==> config.mk <==
export PLATFORM = sky130hd
export DESIGN_NAME = ccfi_ram
export DESIGN_NICKNAME = d
export VERILOG_FILES = /design/src/rtl/ccfi_ram.sv
export SDC_FILE = /design/constraint.sdc
export NUM_CORES = 1
export LEC_CHECK = 0
export BUFFER_PORTS_ARGS = -buffer_cell sky130_fd_sc_hd__buf_2
export CAP_MARGIN = 20
export CORE_UTILIZATION = 50
export CTS_CLUSTER_DIAMETER = 200
export DETAILED_ROUTE_END_ITERATION = 12
export HOLD_SLACK_MARGIN = 0.06
export PLACE_DENSITY = 0.67
export SYNTH_ARGS = -nofsm -noshare
export SYNTH_HDL_FRONTEND = slang
export SYNTH_SLANG_ARGS = --single-unit
export TNS_END_PERCENT = 10
==> constraint.sdc <==
create_clock -name aclk -period 1.75 [get_ports aclk]
set_input_delay 0 -clock aclk [delete_from_list [all_inputs] [get_ports aclk]]
set_output_delay 0 -clock aclk [all_outputs]
set_load 0.005 [all_outputs]
==> src/rtl/ccfi_ram.sv <==
// Generic single-port-write, single-port-read RAM with registered read data.
// No dependencies.
`timescale 1ns / 1ps

module ccfi_ram #(
    parameter int WIDTH = 8,
    parameter int DEPTH = 16
) (
    input  logic                     aclk,
    input  logic                     wr_en,
    input  logic [$clog2(DEPTH)-1:0] wr_addr,
    input  logic [WIDTH-1:0]         wr_data,
    input  logic [$clog2(DEPTH)-1:0] rd_addr,
    output logic [WIDTH-1:0]         rd_data
);

    logic [WIDTH-1:0] mem [DEPTH];
    logic [WIDTH-1:0] rd_data_reg;

    always_ff @(posedge aclk) begin
        if (wr_en) begin
            mem[wr_addr] <= wr_data;
        end
        rd_data_reg <= mem[rd_addr];
    end

    assign rd_data = rd_data_reg;

endmodule

==> results.md <==
- The flow ran to the end, and the final reports show no timing, DRC or antenna violations.
- In this run switching power makes up 20.83% of total power.
- The remaining routing DRC violations is 0.
- The routed design could run at a clock period as short as 1.473 ns.
- In this run, the clock network consumes 45.7% of the power.
- The worst register-to-register path ends at rd_data[3].
- The most critical setup path has its endpoint at mem[0][3].
- After floorplanning, the core was divided into 36 placement rows.
- The number of buffers on the longest clock path is 2.
- The TritonCTS clock tree is built.
- After detailed routing, the average wire length per cell comes to roughly 23 um.
- The family of cells with the greatest summed delay on the critical path is buffers and inverters.
- The sequential standard cell area is 0.004004 mm2.
- The number of input and output port buffers inserted is 25.
- The number of synthesized register bits is 136.
- Clock latency on the worst-skew pair, taken at its later pin, is 0.51 ns.
- The critical path starts at wr_addr[1].
- In this run the remaining antenna-violating nets after routing total 0.
- The worst-case IR drop observed on VDD is ~0.00074 V.
- The number of cells upsized or downsized after cts is 0.
- The number of max-slew violations in the final report is 0.
- The relative slew slack is 66.50%.
- The die area is 0.01071 mm2.
- The arrival time of data at the critical path endpoint is about 1.7 ns.
- For this run, the slowest stage of the critical path takes ~0.62 ns.
- Global routing finished with a remaining overflow of 0.
- The area of combinational cells with multiple inputs is 0.001057 mm2.
- The first global-routing pass estimated 14.63 mm of wire.
- The synthesized net count is 247.
- At the worst endpoint, the required time is 1.97 ns.
- The sum of met2 wire segment lengths after detailed routing is ~5 mm.
- From bottom edge to top edge, the die measures 103.5 um.
- In the final layout, the share of cells above drive strength 1 is 31.96%.
- The sum of routed wire segments on met1 is approximately 4.5 mm.
- The clock transition at the registers of the reported paths is 0.06 ns.
- The register-to-register setup slack is 0.35 ns.
- The growth of design area from synthesis to finish is 22.19%.
- The number of primary I/O pins is 26.
- The highest attainable clock frequency is between 0.6 and 0.7 GHz.
- The core box area is 0.009864 mm2.
- The number of design-rule violations left by the first detailed-router iteration is 157.
- In this run the cell area of the synthesized design comes to roughly 0.0051 mm2.
- The signal on the critical path passes through dlygate4sd3_1 > buf_2 > nor3_1 > dlygate4sd3_1 > buf_4.
- The most numerous cell on the critical path is dlygate4sd3_1.
- The combined global-route utilization of all metal layers is 20.93%.
- In this run, CTS created clock tree buffers numbering 17.
- The max-cap check violation count is 0.
- The number of warnings issued by yosys is 0.
- The type of the worst min-delay path is in -> reg.
- After layout, the design draws a total of 7.438 mW.
- The cell chosen for the clock root is clkbuf_8.
- Summed over all failing endpoints, the final setup total negative slack is 0 ns.
- 0 antenna diodes ended up in the layout.
- In the layout the commonest cells are edfxtp_1 (128), buf_2 (25), buf_4 (24), mux4_2 (18).
- Counting the fill cells in the layout gives 679.
- Timing analysis after detailed placement gives a worst setup slack of approximately 0.2 ns.
- For this design, the sink count on the clock tree is 136.
- The highest layer touched by signal routing is met4.
- The power per standard cell area is 1183 mW/mm2.
- The switching power is 1.549 mW.
- The final net count is between 300 and 400.
- In the finished design, the share of the clock period the worst path needs comes to 84.18%.
- The worst-case setup margin in the final layout is between 0.2 and 0.3 ns.
- The congestion estimate from routability-driven global placement came to approximately 0.82.
- The worst hold path passes through 3 cells.
- The final-report hold violation count was 0.
- Counting both buffers and inverters, the worst setup path holds a total of 4.
- The via count is about 2.5k.
- The most common library cell in the layout ignoring fill and taps is edfxtp_1.
- Each instance of the synthesized netlist takes up on average 22.48 um2.
- On the final layout, the worst clock skew is 0.008063 ns.
- After technology mapping, the gate count stands at 229.
- The register with the most flip-flops in the layout has 128 of them.
- The initial antenna violation count was 0.
- Combinational cells account for 4.9% of the total power.
- The critical path crosses 5 cells after its start point.
- The worst-case reg-to-reg path depth is 3.
- In the routed layout, each cell is associated on average with a via count of 5.633.
- The critical path endpoint category is a register.
- The initial core utilization is between 50% and 60%.
- Internal power comes to approximately 6 mW.
- The slowest stage of the critical path belongs to the cell dlygate4sd3_1.
- The worst setup path is of the in -> reg kind.
- The worst setup path is launched from a primary input.
- The maximum number of pins on one net before global-route repair is 33.
- Setup repair after global routing left no endpoint under its margin.
- The share of the yosys chip area belonging to registers is 77.78%.
- Along the worst path, the maximum fanout reaches 7.
- In this run the critical register-to-register path is launched from mem[9][3].
- The number of global-route vias before repair was 2495.
- The transition at the pin with the smallest max-transition slack is 0.5015 ns.
- The wire-length estimate of the detail-placed layout is 6.403 mm.
- Setup violations remaining at the end of the flow were counted as 0.
- The die span in x is 103.5 um.
- After detailed routing, the total wire length is 10.21 mm.
- The unique cell type count in the Yosys netlist is 19.
- The pre-antenna-repair detailed-routing pass consisted of 4 iterations.
- The H-tree depth is 4.
- Wire segments on met3 add up to 553 um in the final route.
- For this design the static power due to leakage is 2.166 nW.
- Of the total power, registers draw 49.4%.
==> repair_timing <==
item / CTS / global route
endpoints found under the hold margin: 164 / 0
hold buffers: 14 / 0
setup buffers: 0 / 0
==> synthesized netlist by cell type, drive strengths merged <==
master / instances / share of area (%)
edfxtp: 128 / 75
mux4: 32 / 15
a22oi: 16 / 2.3
nor2: 13 / 0.95
nand2: 9 / 0.66
dfxtp: 8 / 3.1
buf: 7 / 1.1
nor3: 4 / 0.39
clkdlybuf4s25: 3 / 0.58
nand2b: 2 / 0.24
nand3b: 2 / 0.29
and2: 1 / 0.12
and2b: 1 / 0.15
nand3: 1 / 0.097
nor2b: 1 / 0.12
or3b: 1 / 0.17
==> cell type report <==
cell class | instances | share of cell area [%]
Clock buffer | 19 | 6.863
Tap cell | 133 | 2.646
Clock inverter | 13 | 2.308
Sequential cell | 136 | 63.66
Multi-Input combinational cell | 83 | 16.81
Timing Repair Buffer | 65 | 7.718
==> worst min-delay path: stages <==
cell	delay, ns
buf_2	0.10
nand3b_1	0.17
nor2_1	0.14
==> power groups by stage <==
stage / Combinational (mW) / Clock, mW / Sequential, mW
6_report: 0.365 / 3.40 / 3.67
3_3_place_gp: 0.335 / 0 / 3.74
4_1_cts: 0.369 / 3.45 / 3.67
5_1_grt: 0.394 / 3.59 / 3.68
3_5_place_dp: 0.345 / 0 / 3.74
2_1_floorplan: 0.185 / 0 / 3.73
==> worst min path at each step <==
stage	start	to
2_1_floorplan	wr_data[0]	mem[0][0]
3_3_place_gp	wr_data[1]	mem[4][1]
3_5_place_dp	wr_data[0]	mem[11][0]
4_1_cts	wr_addr[3]	mem[5][5]
5_1_grt	rd_addr[3]	rd_data[0]
6_report	wr_addr[3]	mem[5][5]
==> kinds of logic after synthesis <==
logic type	after synthesis	synth area share, %
buf+inv	10	1.677
flops	136	77.78
simple gates	35	3.184
compound gates	16	2.334
mux	32	15.02
==> metal layers <==
metal,GRT usage [%],up-vias
met1,28.36,1308
met2,33.06,92
li1,-,1121
met3,4.772,8
met4,8.884,0
met5,0,-
==> through the flow <==
step	cells	cell area (um2)	hold slack (ns)	utilization (%)
floorplan	229	5147	0.09887	-
global placement	403	5573	0.3886	56.49
detailed placement	403	5573	0.4078	56.49
CTS	449	6290	0.06932	63.76
global route	449	6290	0.09082	63.76
finish	449	6290	0.09937	63.76
Power figures use the tool's default switching activity.
