**src/rtl/ccfi_pkg.sv**
```systemverilog
// Package for the call-chain fault injector core.
// Sizes, operation and register codes, entry layout and controller states.
// No dependencies.
`timescale 1ns / 1ps

package ccfi_pkg;

    localparam int PROCESS_SLOTS = 64;
    localparam int MAX_CHAIN     = 8;
    localparam int SLOT_W        = (PROCESS_SLOTS > 1) ? $clog2(PROCESS_SLOTS) : 1;
    localparam int STK_W         = $clog2(MAX_CHAIN + 1);
    localparam int STK_DEPTH     = PROCESS_SLOTS << STK_W;
    localparam int STK_AW        = SLOT_W + STK_W;

    localparam logic [31:0] ALWAYS_PASS = 32'hFFFFFF00;

    localparam logic [1:0] OP_ENTRY = 2'd0;
    localparam logic [1:0] OP_EXIT  = 2'd1;
    localparam logic [1:0] OP_CHECK = 2'd2;

    localparam logic [1:0] CFG_CHAIN_LENGTH = 2'd0;
    localparam logic [1:0] CFG_LEVEL_ENABLE = 2'd1;
    localparam logic [1:0] CFG_PASS_THRESH  = 2'd2;
    localparam logic [1:0] CFG_ERROR_LIMIT  = 2'd3;

    typedef struct packed {
        logic [3:0]  chain_length;
        logic [8:0]  level_enable_mask;
        logic [31:0] pass_threshold;
        logic [31:0] error_limit;
    } cfg_t;

    typedef struct packed {
        logic [31:0] process_id;
        logic [15:0] nesting_counter;
        logic [3:0]  matched_levels;
    } entry_t;

    localparam int ENTRY_W = $bits(entry_t);

    typedef struct packed {
        logic               slot_missing;
        logic signed [12:0] override_value;
        logic               override;
    } res_t;

    typedef enum logic [2:0] {
        ST_IDLE,
        ST_SCAN,
        ST_PROC,
        ST_UNWIND,
        ST_DONE
    } state_t;

endpackage

```
**src/rtl/ccfi_ctrl.sv**
```systemverilog
// Request sequencer: table scan, allocation, read-modify-write of one entry.
// Depends on ccfi_pkg; drives the entry and depth-stack RAMs of the top level.
`timescale 1ns / 1ps

module ccfi_ctrl import ccfi_pkg::*; (
    input  logic               aclk,
    input  logic               aresetn,
    input  cfg_t               cfg,
    input  logic               req_valid,
    output logic               req_ready,
    input  logic [1:0]         req_op,
    input  logic [31:0]        req_pid,
    input  logic [3:0]         req_level,
    input  logic [31:0]        req_random,
    input  logic signed [12:0] req_error,
    output logic               res_valid,
    input  logic               res_ready,
    output res_t               res,
    output logic               ent_wr_en,
    output logic [SLOT_W-1:0]  ent_wr_addr,
    output entry_t             ent_wr_data,
    output logic [SLOT_W-1:0]  ent_rd_addr,
    input  entry_t             ent_rd_data,
    output logic               stk_wr_en,
    output logic [STK_AW-1:0]  stk_wr_addr,
    output logic [15:0]        stk_wr_data,
    output logic [STK_AW-1:0]  stk_rd_addr,
    input  logic [15:0]        stk_rd_data
);

    state_t              state_reg, state_next;
    logic [1:0]          op_reg, op_next;
    logic [31:0]         pid_reg, pid_next;
    logic [3:0]          level_reg, level_next;
    logic signed [12:0]  err_reg, err_next;
    logic [PROCESS_SLOTS-1:0] valid_reg, valid_next;
    logic [SLOT_W:0]     scan_reg, scan_next;
    logic                cmp_vld_reg, cmp_vld_next;
    logic [SLOT_W-1:0]   cmp_idx_reg, cmp_idx_next;
    logic                free_found_reg, free_found_next;
    logic [SLOT_W-1:0]   free_idx_reg, free_idx_next;
    logic [SLOT_W-1:0]   slot_reg, slot_next;
    entry_t              ent_reg, ent_next;
    logic [31:0]         count_reg, count_next;
    res_t                pend_reg, pend_next;
    res_t                res_reg, res_next;
    logic                res_vld_reg, res_vld_next;

    logic signed [5:0]   len_s, lvl_s, cm_s;
    logic [15:0]         mask_ext;
    logic                lvl_en, en0, under_limit, out_free;
    logic [4:0]          idx5;
    logic [3:0]          cm;

    assign len_s       = signed'({2'b00, cfg.chain_length});
    assign mask_ext    = {7'd0, cfg.level_enable_mask};
    assign en0         = cfg.level_enable_mask[0];
    assign under_limit = count_reg < cfg.error_limit;
    assign out_free    = !res_vld_reg || res_ready;
    assign req_ready   = (state_reg == ST_IDLE);
    assign res_valid   = res_vld_reg;
    assign res         = res_reg;
    assign cm          = ent_reg.matched_levels;
    assign cm_s        = signed'({2'b00, cm});
    assign lvl_s       = signed'({2'b00, level_reg});
    assign lvl_en      = mask_ext[level_reg];
    assign idx5        = {1'b0, cm} + 5'd1;

    always_ff @(posedge aclk) begin
        if (!aresetn) begin
            state_reg   <= ST_IDLE;
            valid_reg   <= '0;
            count_reg   <= '0;
            res_vld_reg <= 1'b0;
            cmp_vld_reg <= 1'b0;
        end else begin
            state_reg   <= state_next;
            valid_reg   <= valid_next;
            count_reg   <= count_next;
            res_vld_reg <= res_vld_next;
            cmp_vld_reg <= cmp_vld_next;
        end
    end

    always_ff @(posedge aclk) begin
        op_reg         <= op_next;
        pid_reg        <= pid_next;
        level_reg      <= level_next;
        err_reg        <= err_next;
        scan_reg       <= scan_next;
        cmp_idx_reg    <= cmp_idx_next;
        free_found_reg <= free_found_next;
        free_idx_reg   <= free_idx_next;
        slot_reg       <= slot_next;
        ent_reg        <= ent_next;
        pend_reg       <= pend_next;
        res_reg        <= res_next;
    end

    always_comb begin
        state_next      = state_reg;
        op_next         = op_reg;
        pid_next        = pid_reg;
        level_next      = level_reg;
        err_next        = err_reg;
        valid_next      = valid_reg;
        scan_next       = scan_reg;
        cmp_vld_next    = 1'b0;
        cmp_idx_next    = cmp_idx_reg;
        free_found_next = free_found_reg;
        free_idx_next   = free_idx_reg;
        slot_next       = slot_reg;
        ent_next        = ent_reg;
        count_next      = count_reg;
        pend_next       = pend_reg;
        res_next        = res_reg;
        res_vld_next    = res_vld_reg && !res_ready;
        ent_wr_en       = 1'b0;
        ent_wr_addr     = slot_reg;
        ent_wr_data     = ent_reg;
        ent_rd_addr     = scan_reg[SLOT_W-1:0];
        stk_wr_en       = 1'b0;
        stk_wr_addr     = {slot_reg, idx5[STK_W-1:0]};
        stk_wr_data     = ent_reg.nesting_counter;
        stk_rd_addr     = {slot_reg, cm[STK_W-1:0]};

        unique case (state_reg)
            ST_IDLE: begin
                if (req_valid) begin
                    op_next         = req_op;
                    pid_next        = req_pid;
                    level_next      = req_level;
                    err_next        = req_error;
                    scan_next       = '0;
                    free_found_next = 1'b0;
                    pend_next       = '0;
                    state_next      = ST_SCAN;
                    case (req_op)
                        OP_ENTRY: begin
                            // drop a sampled-out request on the outermost level
                            if (signed'({2'b00, req_level}) == len_s - 6'sd1
                                    && cfg.pass_threshold < ALWAYS_PASS
                                    && req_random > cfg.pass_threshold) begin
                                state_next = ST_DONE;
                            end
                        end
                        OP_EXIT: begin
                        end
                        OP_CHECK: begin
                            if (req_error == '0) begin
                                state_next = ST_DONE;
                            end else if (cfg.chain_length == 4'd1 && en0 && under_limit) begin
                                count_next                = count_reg + 32'd1;
                                pend_next.override        = 1'b1;
                                pend_next.override_value  = req_error;
                                state_next                = ST_DONE;
                            end
                        end
                        default: begin
                            state_next = ST_DONE;
                        end
                    endcase
                end
            end

            ST_SCAN: begin
                if (scan_reg < (SLOT_W + 1)'(PROCESS_SLOTS)) begin
                    cmp_vld_next = 1'b1;
                    cmp_idx_next = scan_reg[SLOT_W-1:0];
                    scan_next    = scan_reg + 1'b1;
                    if (!valid_reg[scan_reg[SLOT_W-1:0]] && !free_found_reg) begin
                        free_found_next = 1'b1;
                        free_idx_next   = scan_reg[SLOT_W-1:0];
                    end
                end
                if (cmp_vld_reg && valid_reg[cmp_idx_reg]
                        && ent_rd_data.process_id == pid_reg) begin
                    cmp_vld_next = 1'b0;
                    slot_next    = cmp_idx_reg;
                    ent_next     = ent_rd_data;
                    state_next   = ST_PROC;
                end else if (!cmp_vld_reg && scan_reg == (SLOT_W + 1)'(PROCESS_SLOTS)) begin
                    if (op_reg == OP_EXIT) begin
                        state_next = ST_DONE;
                    end else if (free_found_reg) begin
                        // allocate the lowest free slot with a cleared entry
                        slot_next                 = free_idx_reg;
                        valid_next[free_idx_reg]  = 1'b1;
                        ent_next.process_id       = pid_reg;
                        ent_next.nesting_counter  = '0;
                        ent_next.matched_levels   = '0;
                        state_next                = ST_PROC;
                    end else begin
                        pend_next.slot_missing = 1'b1;
                        state_next             = ST_DONE;
                    end
                end
            end

            ST_PROC: begin
                ent_wr_en  = 1'b1;
                state_next = ST_DONE;
                case (op_reg)
                    OP_ENTRY: begin
                        if (cm_s < len_s) begin
                            if (cm_s == len_s - lvl_s - 6'sd1 && lvl_en && len_s >= lvl_s) begin
                                stk_wr_en = (idx5 <= 5'(MAX_CHAIN));
                                ent_wr_data.matched_levels = idx5[3:0];
                            end
                            ent_wr_data.nesting_counter = ent_reg.nesting_counter + 16'd1;
                        end
                    end
                    OP_EXIT: begin
                        ent_wr_data.nesting_counter = ent_reg.nesting_counter - 16'd1;
                        ent_next.nesting_counter    = ent_reg.nesting_counter - 16'd1;
                        if (cm >= 4'd1 && cm <= cfg.chain_length && cm <= 4'(MAX_CHAIN)) begin
                            // hold the write until the recorded depth is back
                            ent_wr_en  = 1'b0;
                            state_next = ST_UNWIND;
                        end
                    end
                    default: begin
                        if (cm_s == len_s - 6'sd1 && en0 && under_limit) begin
                            count_next               = count_reg + 32'd1;
                            pend_next.override       = 1'b1;
                            pend_next.override_value = err_reg;
                        end
                    end
                endcase
            end

            ST_UNWIND: begin
                ent_wr_en = 1'b1;
                if (stk_rd_data == ent_reg.nesting_counter) begin
                    ent_wr_data.matched_levels = cm - 4'd1;
                end
                if (lvl_s == len_s - 6'sd1) begin
                    valid_next[slot_reg] = 1'b0;
                end
                state_next = ST_DONE;
            end

            ST_DONE: begin
                if (out_free) begin
                    res_next     = pend_reg;
                    res_vld_next = 1'b1;
                    state_next   = ST_IDLE;
                end
            end

            default: begin
                state_next = ST_IDLE;
            end
        endcase
    end

endmodule
```
**config.mk**
```make
export PLATFORM = sky130hd
export DESIGN_NAME = ccfi_ctrl
export DESIGN_NICKNAME = d
export VERILOG_FILES = /design/src/rtl/ccfi_pkg.sv /design/src/rtl/ccfi_ctrl.sv
export SDC_FILE = /design/constraint.sdc
export NUM_CORES = 1
export LEC_CHECK = 0
export BUFFER_PORTS_ARGS = -buffer_cell sky130_fd_sc_hd__buf_2
export CAP_MARGIN = 5
export CORE_ASPECT_RATIO = 0.75
export CORE_MARGIN = 3
export CORE_UTILIZATION = 59
export CTS_CLUSTER_DIAMETER = 120
export DETAILED_ROUTE_END_ITERATION = 8
export PLACE_DENSITY = 0.93
export RECOVER_POWER = 100
export SLEW_MARGIN = 10
export SYNTH_ARGS = -nofsm -noshare
export SYNTH_HDL_FRONTEND = slang
export SYNTH_SLANG_ARGS = --single-unit
```
**constraint.sdc**
```tcl
create_clock -name aclk -period 10 [get_ports aclk]
set_input_delay 3 -clock aclk [delete_from_list [all_inputs] [get_ports aclk]]
set_output_delay 3 -clock aclk [all_outputs]
set_load 0.05 [all_outputs]
```
==> results by stage <==
Worst setup path:
- The endpoint identified for the worst register-to-register timing path is ent_wr_data[39].
- The worst setup path endpoint is ent_wr_data[1].
- The largest fanout on the critical path is 5.
- Counting cells, the worst reg-to-reg path comes to 10.
- For flop-to-flop paths, the worst setup slack is 3680 ps.
- Tracing the worst setup path back leads to its startpoint at cfg[73].
- The startpoint of the lowest-slack register-to-register path is cmp_idx_reg[1].
- The type of the setup path with the least slack is input pin to primary output.
- STA classifies the critical path startpoint as an input pin.
- The worst path required time is around 7000 ps.
- The kind of end point of the critical path is a primary output.
- Data on the critical path arrives at its endpoint at approximately 6400 ps.

Cells and area:
- After filler insertion, the fill cell instance count of the layout stands at about 1900.
- The area growth from synthesis to layout is 14.88%.
- The net count reported at finish is 2076.
- Leaving out fill and tap cells, the most frequent cells in the layout are sky130_fd_sc_hd__buf_2 (210), sky130_fd_sc_hd__edfxtp_1 (159), sky130_fd_sc_hd__clkbuf_1 (150).
- The fraction of final layout cells with drive strength greater than 1 is ~18%.
- The most common cell after layout, fill and taps aside is sky130_fd_sc_hd__buf_2.
- The final instance area is 17660 sq um.
- The flip-flop count of the largest register after layout is 64.

Detailed routing:
- The wire length per cell is approximately 23 um.
- After detailed routing, the number of vias per cell comes to 6.488.
- The number of violations reported at the end of detailed-routing iteration 0 is ~1500.
- The total DRC errors in the routed layout is 0.
- The number of vias in the routed layout is 13750.
- The count of nets left with antenna violations once routing finished came out at 0.
- Before antenna repair, the detailed router went through 6 iterations.
- The routed design has 48.44 mm of wire.

Job:
- The number of max-capacitance violations reported is 7.

Min path:
- The worst hold-check path type is register to register.
- The startpoint of the lowest-slack hold path is pend_reg[7].

Floorplanning:
- The initial utilization of the core area, before any placement, comes to 60.81%.
- The horizontal extent of the die is 192.4 um.
- For this design the top-level I/O count stands at 351.
- The row count is 50.
- The die height is approximately 150 um.
- The floorplan step defined a die boundary enclosing 28040 sq um.
- The core footprint is 25270 sq um.

CTS:
- Clock tree synthesis found a total of 260 sinks.
- Buffers inserted during clock tree synthesis total 26.
- Hold repair after CTS inserted 0 buffers.
- In this run the number of H-tree levels came out at 1.
- Post-CTS timing repair inserted 0 buffers for setup.
- The master cell of the clock root buffer is sky130_fd_sc_hd__clkbuf_16.
- The maximum root-to-sink buffer count is 3.
- In this run, post-CTS repair resized a total of 0 instances.
- After clock tree synthesis, the clock-pin slew on the worst setup and hold paths is 60 ps.
- The clock latency at the later pin of the worst-skew pair is between 500 and 600 ps.
- TritonCTS built the clock tree.

Place:
- The placed wire-length estimate after detailed placement is 35.12 mm.
- The placed standard-cell area is approximately 17000 sq um.
- The number of port buffers is 350.
- At the end of routability-driven placement, the weighted congestion stood at 0.9638.

GRT:
- The number of global-route vias before repair is 13620.
- The global-route wire length before repair is approximately 74 mm.
- The routing layer with the top usage in global route is met2.
- The global route total overflow is 0.
- The met2 capacity usage during global routing is approximately 54%.
- For this run, global-route usage on met3 was measured as 10.14%.
- Global routing consumed, over all layers together, between 30 and 40% of the routing resources.
- In the global route stage, met1 resource usage came out at between 40% and 50%.
- Entering global routing, the biggest net connects 82 pins.
- The number of antenna violations at the first check in global routing was 4.

Logic synthesis:
- The share of synthesized flip-flops with an asynchronous set or reset is 0%.
- The sequential share of the synthesized area is 44.22%.
- Synthesis handed over a netlist of around 1500 instances.
- The total of warnings raised by yosys is 0.
- The average instance in the mapped netlist occupies 10.28 sq um.
- The synthesized netlist net count is 1812.
- The synthesized design contains 260 register bits.
- The synthesized netlist occupies a cell area of between 15000 and 20000 sq um.
- The count of flip-flops with a built-in enable after synthesis is 159.
- The unique cell type count in the Yosys netlist is 77.
- The flip-flop cell with the highest count after synthesis is sky130_fd_sc_hd__edfxtp_1.

STA:
- The remaining max-slew budget at the tightest pin is -154.9%.
- The number of max-slew violations in the final report is 246.
- The setup TNS is 0 ps.
- The transition time at the pin with the least slew margin is 3824 ps.
- The final worst clock skew is 23.44 ps.
- Setup repair after global routing left no endpoint under its margin.
- The number of setup violations in the final report is 0.
- The total count of hold-check failures in the final report came to 0.
- The clock period could shrink to around 9400 ps.
- The part of the cycle the worst path needs is 94.34%.
- The fmax is 106.0 MHz.

Outcome:
- The flow ran to the end, but the final reports show violations.
- The final reports fail on max-capacitance violations, max-slew violations.

Power:
- IR analysis of the VDD net gives a maximum drop of 0.0001492 V.
- The total power density per cell area is between 100 and 150 nW/um^2.
- The static leakage is 0.006791 uW.
cells by family (layout without fill, tap and decap cells):
group                    count (synthesis)  count (layout)  synth area share [%]
AO/OA/AOI/OAI                          278             278                 12.39
XOR/XNOR                               119             119                 6.960
adder cells (fa/ha/maj)                 85              85                 6.968
buffers and inverters                  222             506                 6.130
flip-flops                             260             260                 44.22
multiplexers                            60              60                 6.911
other                                    0               2                     0
AND/OR/NAND/NOR                        471             471                 16.42
through the flow:
stage	worst slack (ps)	total power (uW)	cells	hold slack (ps)	util [%]
finish	566.1	2602	2119	427.0	69.86
global route	377.7	2680	2119	429.1	69.86
CTS	821.7	2599	2117	423.1	70.75
detailed placement	847.5	1651	2069	411.8	67.47
global placement	979.5	1632	2069	402.3	67.47
floorplan	759.2	1520	1495	400.3	-
cells in the mapped netlist (all sizes together) (3+ instances only):
master	number	area, sq um
a211o	3	26.28
and2	27	168.9
and4	10	87.58
a21oi	51	259.0
dfxtp	101	2022
nor4	23	150.1
xor2	48	420.4
nand2	107	404.1
o31ai	4	30.03
xnor2	69	604.3
a21o	5	37.54
or4	7	52.55
nor2	83	311.6
o211ai	38	285.3
a31oi	7	43.79
mux2i	15	150.1
or3b	4	35.04
edfxtp	159	4775
nor2b	11	68.82
nor3b	13	97.59
a32o	33	330.3
a211oi	7	65.06
nand3	52	260.3
nor4b	3	26.28
buf	40	259.0
o22ai	4	25.02
o21ai	90	450.4
o21a	5	37.54
nand3b	7	52.55
nand4	29	196.4
nand2b	13	88.83
mux4	36	810.8
clkbuf	82	307.8
mux2	9	101.4
nor3	35	185.2
ha	84	1051
or3	8	50.05
inv	98	367.9
a2111oi	3	63.81
a22o	13	113.9
and3	22	137.6
or2	6	37.54
worst max-delay path, cell delays in order:
cell                       delay (ps)
sky130_fd_sc_hd__buf_2            140
sky130_fd_sc_hd__inv_1            120
sky130_fd_sc_hd__ha_1             160
sky130_fd_sc_hd__inv_1             50
sky130_fd_sc_hd__fa_1             470
sky130_fd_sc_hd__inv_1             60
sky130_fd_sc_hd__ha_1             280
sky130_fd_sc_hd__xnor2_1          130
sky130_fd_sc_hd__nor4_1           220
sky130_fd_sc_hd__o211ai_1         140
sky130_fd_sc_hd__nor4b_1          430
sky130_fd_sc_hd__o21ai_0          200
sky130_fd_sc_hd__mux2_2           300
sky130_fd_sc_hd__o21ai_0          220
sky130_fd_sc_hd__clkbuf_1         500
worst min-delay path by stage:
stage	endpoint	slack (ps)	cells after the start
5_1_grt	res[9]	430	0
2_1_floorplan	res[0]	400	0
6_report	res[7]	430	0
3_3_place_gp	res[2]	400	0
3_5_place_dp	res[9]	410	0
4_1_cts	res[9]	420	0
final cells by class:
type,instances,area (sq um),share of cell area [%]
diodes,2,5.005,0.02834
clock buffers,33,698.2,3.954
clock inverters,15,132.6,0.7511
inverters,100,376.6,2.133
multi-input cells,1013,7611,43.11
flip-flops and latches,260,6797,38.49
well taps,338,422.9,2.395
repair buffers,358,1614,9.141
per-layer routing:
layer  wire, um  up-vias  share of wire (%)
met1      17530     6491                 36
met4       2095        4                4.3
met3       6299      196                 13
li1           -     5979                  -
met5         30        -              0.062
met2      22480     1078                 46
power by group:
part / internal, uW / total [uW] / switching (uW)
sequential: 1200 / 1260 / 62.3
clock: 525 / 966 / 441
combinational: 136 / 373 / 237
total: 1860 / 2600 / 740
Note: power is estimated with default switching activity, not from simulation.
